==> src/design/ptg_pkg.sv <==
`default_nettype none

package ptg_pkg;

  localparam int CountBits    = 48;
  localparam int NumCoresDef  = 8;
  localparam int NumStatesDef = 8;

  localparam int CoreW    = 3;
  localparam int StateW   = 3;
  localparam int FreqW    = 16;
  localparam int UsageW   = 16;
  localparam int PctW     = 7;
  localparam int PeriodW  = 16;
  localparam int CfgIdxW  = 3;
  localparam int CfgDataW = 64;

  // 1000 times the largest period still fits in this many bits.
  localparam int DivW  = 26;
  localparam int ProdW = 24;

  localparam logic [StateW-1:0]  StateRst   = 3'd2;
  localparam logic [PctW-1:0]    PctMax     = 7'd100;
  localparam logic [PeriodW-1:0] PeriodOne  = 16'd1;
  localparam logic [DivW-1:0]    UsPerMs    = 26'd1000;
  localparam logic [ProdW-1:0]   Hundred    = 24'd100;
  localparam logic [UsageW-1:0]  UsageMax   = 16'hFFFF;

  typedef enum logic [CfgIdxW-1:0] {
    CFG_POLICY  = 3'd0,
    CFG_UPPER   = 3'd1,
    CFG_LOWER   = 3'd2,
    CFG_PERIOD  = 3'd3,
    CFG_SLOWEST = 3'd4,
    CFG_FREQ_LO = 3'd5,
    CFG_FREQ_HI = 3'd6
  } cfg_idx_e;

  typedef enum logic [2:0] {
    ST_IDLE,
    ST_LOAD,
    ST_DIV,
    ST_MUL,
    ST_DEC,
    ST_DONE
  } gov_state_e;

  typedef struct packed {
    logic [CoreW-1:0]     core_id;
    logic [CountBits-1:0] busy_count;
  } in_t;

  typedef struct packed {
    logic [CoreW-1:0]  core_out;
    logic [StateW-1:0] new_state;
    logic [UsageW-1:0] usage_mhz;
    logic              priming;
  } out_t;

  // Frequency of one P-state from the two packed table registers.
  function automatic logic [FreqW-1:0] freq_of(input logic [CfgDataW-1:0] lo_word,
                                               input logic [CfgDataW-1:0] hi_word,
                                               input logic [StateW-1:0]   st);
    logic [CfgDataW-1:0] word;
    word = st[2] ? hi_word : lo_word;
    return word[st[1:0]*FreqW +: FreqW];
  endfunction

endpackage

`default_nettype wire

==> src/design/pstate_threshold_governor.sv <==
`default_nettype none
// Threshold P-state governor.
// Input channel (in_valid_i / in_stall_o) carries one busy-cycle counter
// sample for one core. Output channel (out_valid_o / out_stall_i) returns one
// request per in-range sample: the core, the P-state to force on it, the
// measured usage in MHz and a flag marking a core's first (priming) sample.
// Samples for a core index at or above NUM_CORES are dropped silently.
// The configuration channel (cfg_valid_i / cfg_ready_o) is always ready and
// writes one register per handshake; write it only while the block is idle.
// A sample passes from acceptance through the load, divide, multiply and
// decide states to the output register: the usage quotient comes from a restoring
// divider that produces one quotient bit per cycle. A priming sample goes from
// the load state straight to the final state.
// The block accepts no new sample while one is in flight, but it does accept
// one while a finished request still waits in the output register.
// If the receiver stalls, the request holds in the output register and the
// next result waits in its final state until the register frees up.
// Reset clears the configuration to its defaults, marks every core unprimed
// and sets every core's P-state to 2.
module pstate_threshold_governor #(
  parameter int NUM_CORES  = ptg_pkg::NumCoresDef,
  parameter int NUM_STATES = ptg_pkg::NumStatesDef
) (
  input  logic                          clk_i,
  input  logic                          rst_ni,
  input  logic                          in_valid_i,
  input  ptg_pkg::in_t                  in_data_i,
  output logic                          in_stall_o,
  output logic                          out_valid_o,
  output ptg_pkg::out_t                 out_data_o,
  input  logic                          out_stall_i,
  input  logic                          cfg_valid_i,
  output logic                          cfg_ready_o,
  input  logic [ptg_pkg::CfgIdxW-1:0]   cfg_index_i,
  input  logic [ptg_pkg::CfgDataW-1:0]  cfg_data_i
);
  import ptg_pkg::*;

  localparam int CoreIdxW = (NUM_CORES > 1) ? $clog2(NUM_CORES) : 1;
  localparam int CntW     = $clog2(CountBits);
  localparam logic [StateW-1:0] MaxState = StateW'(NUM_STATES - 1);
  localparam logic [CntW-1:0]   CntLast  = CntW'(CountBits - 1);

  // Configuration registers.
  logic                cfg_policy_q;
  logic [PctW-1:0]     cfg_upper_q;
  logic [PctW-1:0]     cfg_lower_q;
  logic [PeriodW-1:0]  cfg_period_q;
  logic [StateW-1:0]   cfg_slowest_q;
  logic [CfgDataW-1:0] cfg_freq_lo_q;
  logic [CfgDataW-1:0] cfg_freq_hi_q;

  assign cfg_ready_o = 1'b1;

  always_ff @(posedge clk_i or negedge rst_ni) begin
    if (!rst_ni) begin
      cfg_policy_q  <= 1'b0;
      cfg_upper_q   <= 7'd70;
      cfg_lower_q   <= 7'd20;
      cfg_period_q  <= 16'd100;
      cfg_slowest_q <= 3'd7;
      cfg_freq_lo_q <= '0;
      cfg_freq_hi_q <= '0;
    end else if (cfg_valid_i && cfg_ready_o) begin
      unique case (cfg_idx_e'(cfg_index_i))
        CFG_POLICY:  cfg_policy_q  <= cfg_data_i[0];
        CFG_UPPER:   cfg_upper_q   <= cfg_data_i[PctW-1:0];
        CFG_LOWER:   cfg_lower_q   <= cfg_data_i[PctW-1:0];
        CFG_PERIOD:  cfg_period_q  <= cfg_data_i[PeriodW-1:0];
        CFG_SLOWEST: cfg_slowest_q <= cfg_data_i[StateW-1:0];
        CFG_FREQ_LO: cfg_freq_lo_q <= cfg_data_i;
        CFG_FREQ_HI: cfg_freq_hi_q <= cfg_data_i;
        default: ;
      endcase
    end
  end

  // Sequencer.
  gov_state_e state_q, state_d;
  logic       in_acc;
  logic       out_load;
  logic       out_valid_q;
  logic [CntW-1:0] cnt_q;
  logic       range_q;
  logic       primed_rd;

  always_ff @(posedge clk_i or negedge rst_ni) begin
    if (!rst_ni) begin
      state_q <= ST_IDLE;
    end else begin
      state_q <= state_d;
    end
  end

  always_comb begin
    state_d    = state_q;
    in_stall_o = 1'b1;
    out_load   = 1'b0;
    unique case (state_q)
      ST_IDLE: begin
        in_stall_o = 1'b0;
        if (in_valid_i) begin
          state_d = ST_LOAD;
        end
      end
      ST_LOAD: begin
        if (!range_q) begin
          state_d = ST_IDLE;
        end else if (!primed_rd) begin
          state_d = ST_DONE;
        end else begin
          state_d = ST_DIV;
        end
      end
      ST_DIV: begin
        if (cnt_q == '0) begin
          state_d = ST_MUL;
        end
      end
      ST_MUL: state_d = ST_DEC;
      ST_DEC: state_d = ST_DONE;
      ST_DONE: begin
        if (!out_valid_q || !out_stall_i) begin
          out_load = 1'b1;
          state_d  = ST_IDLE;
        end
      end
      default: state_d = ST_IDLE;
    endcase
  end

  assign in_acc = in_valid_i && !in_stall_o;

  // Input capture and per-core storage.
  logic [CoreIdxW+2:0]   in_core_wide;
  logic [CoreIdxW-1:0]   in_idx;
  logic                  in_range;
  logic [CoreW-1:0]      core_q;
  logic [CoreIdxW+2:0]   core_wide;
  logic [CoreIdxW-1:0]   idx_q;
  logic [CountBits-1:0]  count_q;
  logic [CountBits-1:0]  prev_rd_q;
  logic [CountBits-1:0]  prev_mem [NUM_CORES];
  logic                  primed_q [NUM_CORES];
  logic [StateW-1:0]     core_state_q [NUM_CORES];

  assign in_core_wide = (CoreIdxW+3)'(in_data_i.core_id);
  assign in_idx       = in_core_wide[CoreIdxW-1:0];
  assign in_range     = (32'(in_data_i.core_id) < 32'(NUM_CORES));
  assign core_wide    = (CoreIdxW+3)'(core_q);
  assign idx_q        = core_wide[CoreIdxW-1:0];
  assign primed_rd    = primed_q[idx_q];

  always_ff @(posedge clk_i or negedge rst_ni) begin
    if (!rst_ni) begin
      range_q <= 1'b0;
    end else if (in_acc) begin
      range_q <= in_range;
    end
  end

  // Previous counts: written on every in-range sample, read when it arrives.
  always_ff @(posedge clk_i) begin
    if (in_acc) begin
      core_q  <= in_data_i.core_id;
      count_q <= in_data_i.busy_count;
      if (in_range) begin
        prev_rd_q <= prev_mem[in_idx];
      end
    end
    if (state_q == ST_LOAD && range_q) begin
      prev_mem[idx_q] <= count_q;
    end
  end

  // Threshold operands, prepared when the sample is loaded.
  logic [PeriodW-1:0]   period_eff;
  logic [DivW-1:0]      divisor;
  logic [StateW-1:0]    slow;
  logic [StateW-1:0]    cur_state;
  logic [StateW-1:0]    s_eff;
  logic [StateW-1:0]    s_next;
  logic                 at_slow;
  logic [FreqW-1:0]     f_cur;
  logic [FreqW-1:0]     f_next;
  logic [FreqW-1:0]     gap;

  assign period_eff = (cfg_period_q == '0) ? PeriodOne : cfg_period_q;
  assign divisor    = DivW'(period_eff) * UsPerMs;
  assign slow       = (cfg_slowest_q > MaxState) ? MaxState : cfg_slowest_q;
  assign cur_state  = core_state_q[idx_q];
  assign s_eff      = (cur_state > slow) ? slow : cur_state;
  assign s_next     = s_eff + 3'd1;
  assign at_slow    = (s_eff == slow);
  assign f_cur      = freq_of(cfg_freq_lo_q, cfg_freq_hi_q, s_eff);
  assign f_next     = freq_of(cfg_freq_lo_q, cfg_freq_hi_q, s_next);

  // At the slowest state the raise threshold is a plain share of its own
  // frequency, which is the general formula with a zero lower neighbor.
  always_comb begin
    if (at_slow) begin
      gap = f_cur;
    end else if (f_cur > f_next) begin
      gap = f_cur - f_next;
    end else begin
      gap = '0;
    end
  end

  // Shared restoring divider: one quotient bit per cycle, dividend shifts out
  // of quo_q as quotient bits shift in.
  logic [DivW-1:0]      div_q;
  logic [DivW-1:0]      rem_q;
  logic [CountBits-1:0] quo_q;
  logic [DivW:0]        shifted;
  logic [DivW:0]        trial;

  assign shifted = {rem_q, quo_q[CountBits-1]};
  assign trial   = shifted - {1'b0, div_q};

  // Decision datapath.
  logic [StateW-1:0] s_q;
  logic [StateW-1:0] slow_q;
  logic              at_slow_q;
  logic [FreqW-1:0]  fn_q;
  logic [FreqW-1:0]  gap_q;
  logic [ProdW-1:0]  up_prod_q;
  logic [ProdW-1:0]  lo_prod_q;
  logic [UsageW-1:0] usage_q;
  logic [UsageW-1:0] usage_sat;
  logic [PctW-1:0]   up_eff;
  logic [UsageW-1:0] excess;
  logic [ProdW-1:0]  excess100;
  logic              raise_hit;
  logic              reduce_hit;
  logic [StateW-1:0] next_state;
  out_t              res_q;

  assign usage_sat = (|quo_q[CountBits-1:UsageW]) ? UsageMax : quo_q[UsageW-1:0];
  assign up_eff    = (cfg_upper_q > PctMax) ? PctMax : cfg_upper_q;

  // usage > fn + floor(P/100) holds exactly when 100*(usage - fn) > P, and
  // usage < fn + floor(Q/100) when usage < fn or Q >= 100*(usage - fn + 1).
  assign excess     = usage_q - fn_q;
  assign excess100  = ProdW'(excess) * Hundred;
  assign raise_hit  = (usage_q > fn_q) && (up_prod_q < excess100);
  assign reduce_hit = !at_slow_q && ((usage_q < fn_q) || (lo_prod_q >= excess100 + Hundred));

  always_comb begin
    next_state = s_q;
    if (raise_hit) begin
      if (cfg_policy_q) begin
        next_state = '0;
      end else if (s_q != '0) begin
        next_state = s_q - 3'd1;
      end
    end else if (reduce_hit) begin
      if (s_q < slow_q) begin
        next_state = s_q + 3'd1;
      end
    end
  end

  always_ff @(posedge clk_i) begin
    case (state_q)
      ST_LOAD: begin
        div_q     <= divisor;
        rem_q     <= '0;
        quo_q     <= count_q - prev_rd_q;
        s_q       <= s_eff;
        slow_q    <= slow;
        at_slow_q <= at_slow;
        fn_q      <= at_slow ? '0 : f_next;
        gap_q     <= gap;
        res_q     <= '{core_out: core_q, new_state: cur_state, usage_mhz: '0, priming: 1'b1};
      end
      ST_DIV: begin
        if (trial[DivW]) begin
          rem_q <= shifted[DivW-1:0];
          quo_q <= {quo_q[CountBits-2:0], 1'b0};
        end else begin
          rem_q <= trial[DivW-1:0];
          quo_q <= {quo_q[CountBits-2:0], 1'b1};
        end
      end
      ST_MUL: begin
        usage_q   <= usage_sat;
        up_prod_q <= ProdW'(gap_q) * ProdW'(up_eff);
        lo_prod_q <= ProdW'(gap_q) * ProdW'(cfg_lower_q);
      end
      ST_DEC: begin
        res_q <= '{core_out: core_q, new_state: next_state, usage_mhz: usage_q, priming: 1'b0};
      end
      default: ;
    endcase
  end

  always_ff @(posedge clk_i or negedge rst_ni) begin
    if (!rst_ni) begin
      cnt_q <= '0;
    end else if (state_q == ST_LOAD) begin
      cnt_q <= CntLast;
    end else if (state_q == ST_DIV) begin
      cnt_q <= cnt_q - 1'b1;
    end
  end

  always_ff @(posedge clk_i or negedge rst_ni) begin
    if (!rst_ni) begin
      for (int i = 0; i < NUM_CORES; i++) begin
        primed_q[i]     <= 1'b0;
        core_state_q[i] <= StateRst;
      end
    end else begin
      if (state_q == ST_LOAD && range_q) begin
        primed_q[idx_q] <= 1'b1;
      end
      if (state_q == ST_DEC) begin
        core_state_q[idx_q] <= next_state;
      end
    end
  end

  // Output register.
  out_t out_q;

  always_ff @(posedge clk_i or negedge rst_ni) begin
    if (!rst_ni) begin
      out_valid_q <= 1'b0;
    end else if (out_load) begin
      out_valid_q <= 1'b1;
    end else if (!out_stall_i) begin
      out_valid_q <= 1'b0;
    end
  end

  always_ff @(posedge clk_i) begin
    if (out_load) begin
      out_q <= res_q;
    end
  end

  assign out_valid_o = out_valid_q;
  assign out_data_o  = out_q;

endmodule

`default_nettype wire

==> config.mk <==
export PLATFORM = sky130hd
export DESIGN_NAME = pstate_threshold_governor
export DESIGN_NICKNAME = d
export VERILOG_FILES = /design/src/design/ptg_pkg.sv /design/src/design/pstate_threshold_governor.sv
export SDC_FILE = /design/constraint.sdc
export NUM_CORES = 2
export LEC_CHECK = 0
export BUFFER_PORTS_ARGS = -buffer_cell sky130_fd_sc_hd__buf_2
export CORE_MARGIN = 1.5
export CORE_UTILIZATION = 51
export DETAILED_ROUTE_END_ITERATION = 6
export GPL_TIMING_DRIVEN = 0
export PLACE_DENSITY = 0.67
export SLEW_MARGIN = 40
export SYNTH_ARGS = -nofsm -noshare
export SYNTH_HDL_FRONTEND = slang
export SYNTH_SLANG_ARGS = --single-unit
export TNS_END_PERCENT = 100
==> constraint.sdc <==
create_clock -name clk_i -period 11.39 [get_ports clk_i]
set_clock_uncertainty 0.2 [all_clocks]
set_input_delay 1.139 -clock clk_i [delete_from_list [all_inputs] [get_ports clk_i]]
set_output_delay 1.139 -clock clk_i [all_outputs]
set_load 0.005 [all_outputs]
==> impl_metrics.tcl <==
set metrics [dict create \
    status "complete, no violations" \
    routedWlPerCell_um 21.5 \
    ys_types 91 \
    cp_slowest_cell "mux2i_1" \
    cts-root-buf "clkbuf_16" \
    synth_edf_count 725 \
    yosys.area.top_type "edfxtp_1" \
    nets 5153 \
    grt_pass1_vias 34748 \
    synth_top_area_share_pct 40.3 \
    overflow 0 \
    numCtsBuffers 96 \
    clkTransAtPathRegs_ns 0.06 \
    ys_warn_count 0 \
    grt_util_all_layers_pct 24.1 \
    rows 119 \
    arrival_ns 9.59 \
    slew_violations 0 \
    crit_required_ns 11.55 \
    hpwl_um 96600 \
    cts_hold_buf 0 \
    period_needed_ns 9.43 \
    die_h_um 328 \
    first_pass_iters 6 \
    synth_cells 4173 \
    relSlewSlack_pct 41.5 \
    worstHoldPathType "in2async" \
    finalSetupViolCount 0 \
    cp-start-kind "flop" \
    clock-sinks 930 \
    fmax_mhz 106 \
    synth_most_common_cell "edfxtp_1" \
    seq_area_um2 26900 \
    portBuffers 145 \
    cts_resized 0 \
    grt_first_pass_wirelength_um 199000 \
    cp-end-kind "flop" \
    antenna_found_initial 3 \
    ios 149 \
    finalWirelength_um 128000 \
    dieArea_um2 108000 \
    synth_seq_area_share_pct 49.9 \
    cts_tree "built" \
    drc 0 \
    async_flop_share_pct 22.0 \
    min_period_over_period_pct 82.8 \
    fin_area_um2 60700 \
    crit_top_cell "a21oi_1" \
    cts_buffer_depth 3 \
    layout-drive-gt1-share_pct 18.5 \
    synthFlopType "edfxtp_1" \
    die_x_um 328 \
    path_max_fanout 11 \
    slowest_delay_ns 0.67 \
    worst_pin_slew_ns 0.877 \
    htreeDepth 3 \
    synth_fp_nets 4848 \
    num_vias 34242 \
    synth_area_per_cell_um2 12.9 \
    detail-route-antenna-nets 0 \
    syn-cell-area_um2 54000 \
    synth-seq-cells 930 \
    initial_core_util_pct 51.3 \
    area_delta_synth_final_pct 12.5 \
    post_cts_buffers 0 \
    grt_max_degree 74 \
    gp_congestion 0.923 \
    fill_cells 8485 \
    synth_area_leaders "edfxtp_1 40%, dfrtp_1 8.6%, ha_1 8.1%, fa_1 7.6%, mux4_2 6.8%" \
    core_area_um2 105000 \
    maxCapViolations 0 \
    avgViaCountPerCell 5.76 \
    multiInputGateArea_um2 25000 \
    synth_commonest_cells "725 x edfxtp_1, 415 x inv_1, 348 x ha_1" \
    critPathKind "reg2reg" \
    place_area_um2 57600 \
    rsz0062_at_grt "no" \
    clk_latency_ns 0.71 \
    drt_iter0_drc 2802 \
    hold_viol 0 \
]
[stage by stage]
stage | setup TNS, ns | cells | hold slack (ns) | setup slack (ns) | utilization [%]
2_1_floorplan | 0 | 4173 | 0.200 | 3.52 | -
3_3_place_gp | -11.65 | 5709 | 0.203 | -0.293 | 53.7
3_5_place_dp | 0 | 5771 | 0.206 | 2.05 | 54.8
4_1_cts | 0 | 5946 | 0.176 | 1.96 | 57.7
5_1_grt | 0 | 5947 | 0.192 | 1.22 | 57.8
6_report | 0 | 5948 | 0.203 | 1.96 | 57.8
[layout by cell type, fill, tap and decap left out, types with 40 or more instances in the layout]
master | synthesis | final
a21o_1 | 80 | 80
a21oi_1 | 165 | 165
and2_1 | 79 | 79
and3_1 | 55 | 55
buf_2 | 6 | 164
clkbuf_1 | 122 | 137
clkbuf_16 | 0 | 97
dfrtp_1 | 186 | 186
edfxtp_1 | 725 | 725
fa_1 | 204 | 204
ha_1 | 348 | 348
inv_1 | 415 | 414
mux2_2 | 211 | 211
mux2i_1 | 45 | 45
mux4_2 | 164 | 164
nand2_1 | 315 | 313
nand3_1 | 41 | 41
nor2_1 | 228 | 220
nor3_1 | 64 | 60
o21ai_0 | 103 | 103
xnor2_1 | 128 | 127
xor2_1 | 40 | 40
[worst paths after layout]
kind	start	endpoint	slack, ns	depth (start not counted)
max	core_q[2]	gap_q[0]	1.96	28
min	rst_ni	cfg_freq_hi_q[27]	0.20	1
max reg2reg	core_q[2]	gap_q[0]	1.96	28
min reg2reg	res_q[3]	out_data_o[3]	0.22	0
max in group asynchronous	rst_ni	core_state_q[22]	9.66	3
min in group clk_i	res_q[3]	out_data_o[3]	0.22	0
[final cells by class]
cell class,instances,share of cell area (%)
antenna,2,0.00824
buffer,147,0.975
clock buffer,134,4.37
clock inverter,41,0.767
inverter,416,2.58
multi-input combinational,2680,41.2
sequential,930,44.3
tap,1391,2.87
timing repair buffer,207,2.85
[sequential cells by signal, summed over array words and instances, names as in the netlist, 6 cells and up]
| signal | cells |
|---|---|
| prev_mem | 384 |
| cfg_freq_hi_q | 64 |
| cfg_freq_lo_q | 64 |
| count_q | 48 |
| prev_rd_q | 48 |
| quo_q | 48 |
| rem_q | 26 |
| core_state_q | 24 |
| div_q | 23 |
| lo_prod_q | 23 |
| out_data_o | 23 |
| res_q | 23 |
| up_prod_q | 21 |
| cfg_period_q | 16 |
| fn_q | 16 |
| gap_q | 16 |
| usage_q | 16 |
| primed_q | 8 |
| cfg_lower_q | 7 |
| cfg_upper_q | 7 |
| cnt_q | 6 |
[critical path: cells and delay by family (launching register included)]
| family | cells | cell delay, ns |
|---|---|---|
| AOI/OAI and AO/OA | 13 | 2.74 |
| muxes | 3 | 1.58 |
| adders and majority gates | 3 | 0.89 |
| buffers and inverters | 7 | 2.53 |
| and+or+nand+nor | 1 | 0.32 |
| DFF | 1 | 0.39 |
| xor gates and xnor gates | 1 | 0.47 |
[layer usage]
| metal | track usage, % | part of all wire (%) | vias to the layer above |
|---|---|---|---|
| li1 | - | - | 15722 |
| met1 | 33.0 | 43 | 17227 |
| met2 | 39.4 | 48 | 1077 |
| met3 | 4.06 | 6.5 | 214 |
| met4 | 7.34 | 3.0 | 2 |
| met5 | 0 | 0.010 | - |
[cells by family after synthesis]
group | count (synthesis) | synth area share, %
AND/OR/NAND/NOR | 964 | 8.58
flip-flops | 930 | 49.9
AO/OA/AOI/OAI | 566 | 6.89
buffers and inverters | 563 | 3.95
adder cells (fa/ha/maj) | 552 | 15.6
multiplexers | 429 | 12.3
XOR/XNOR | 168 | 2.73
other | 1 | 0.00695
Power is not shown: default switching activity piles up to over one toggle a cycle in this logic, so the estimate is an artifact.
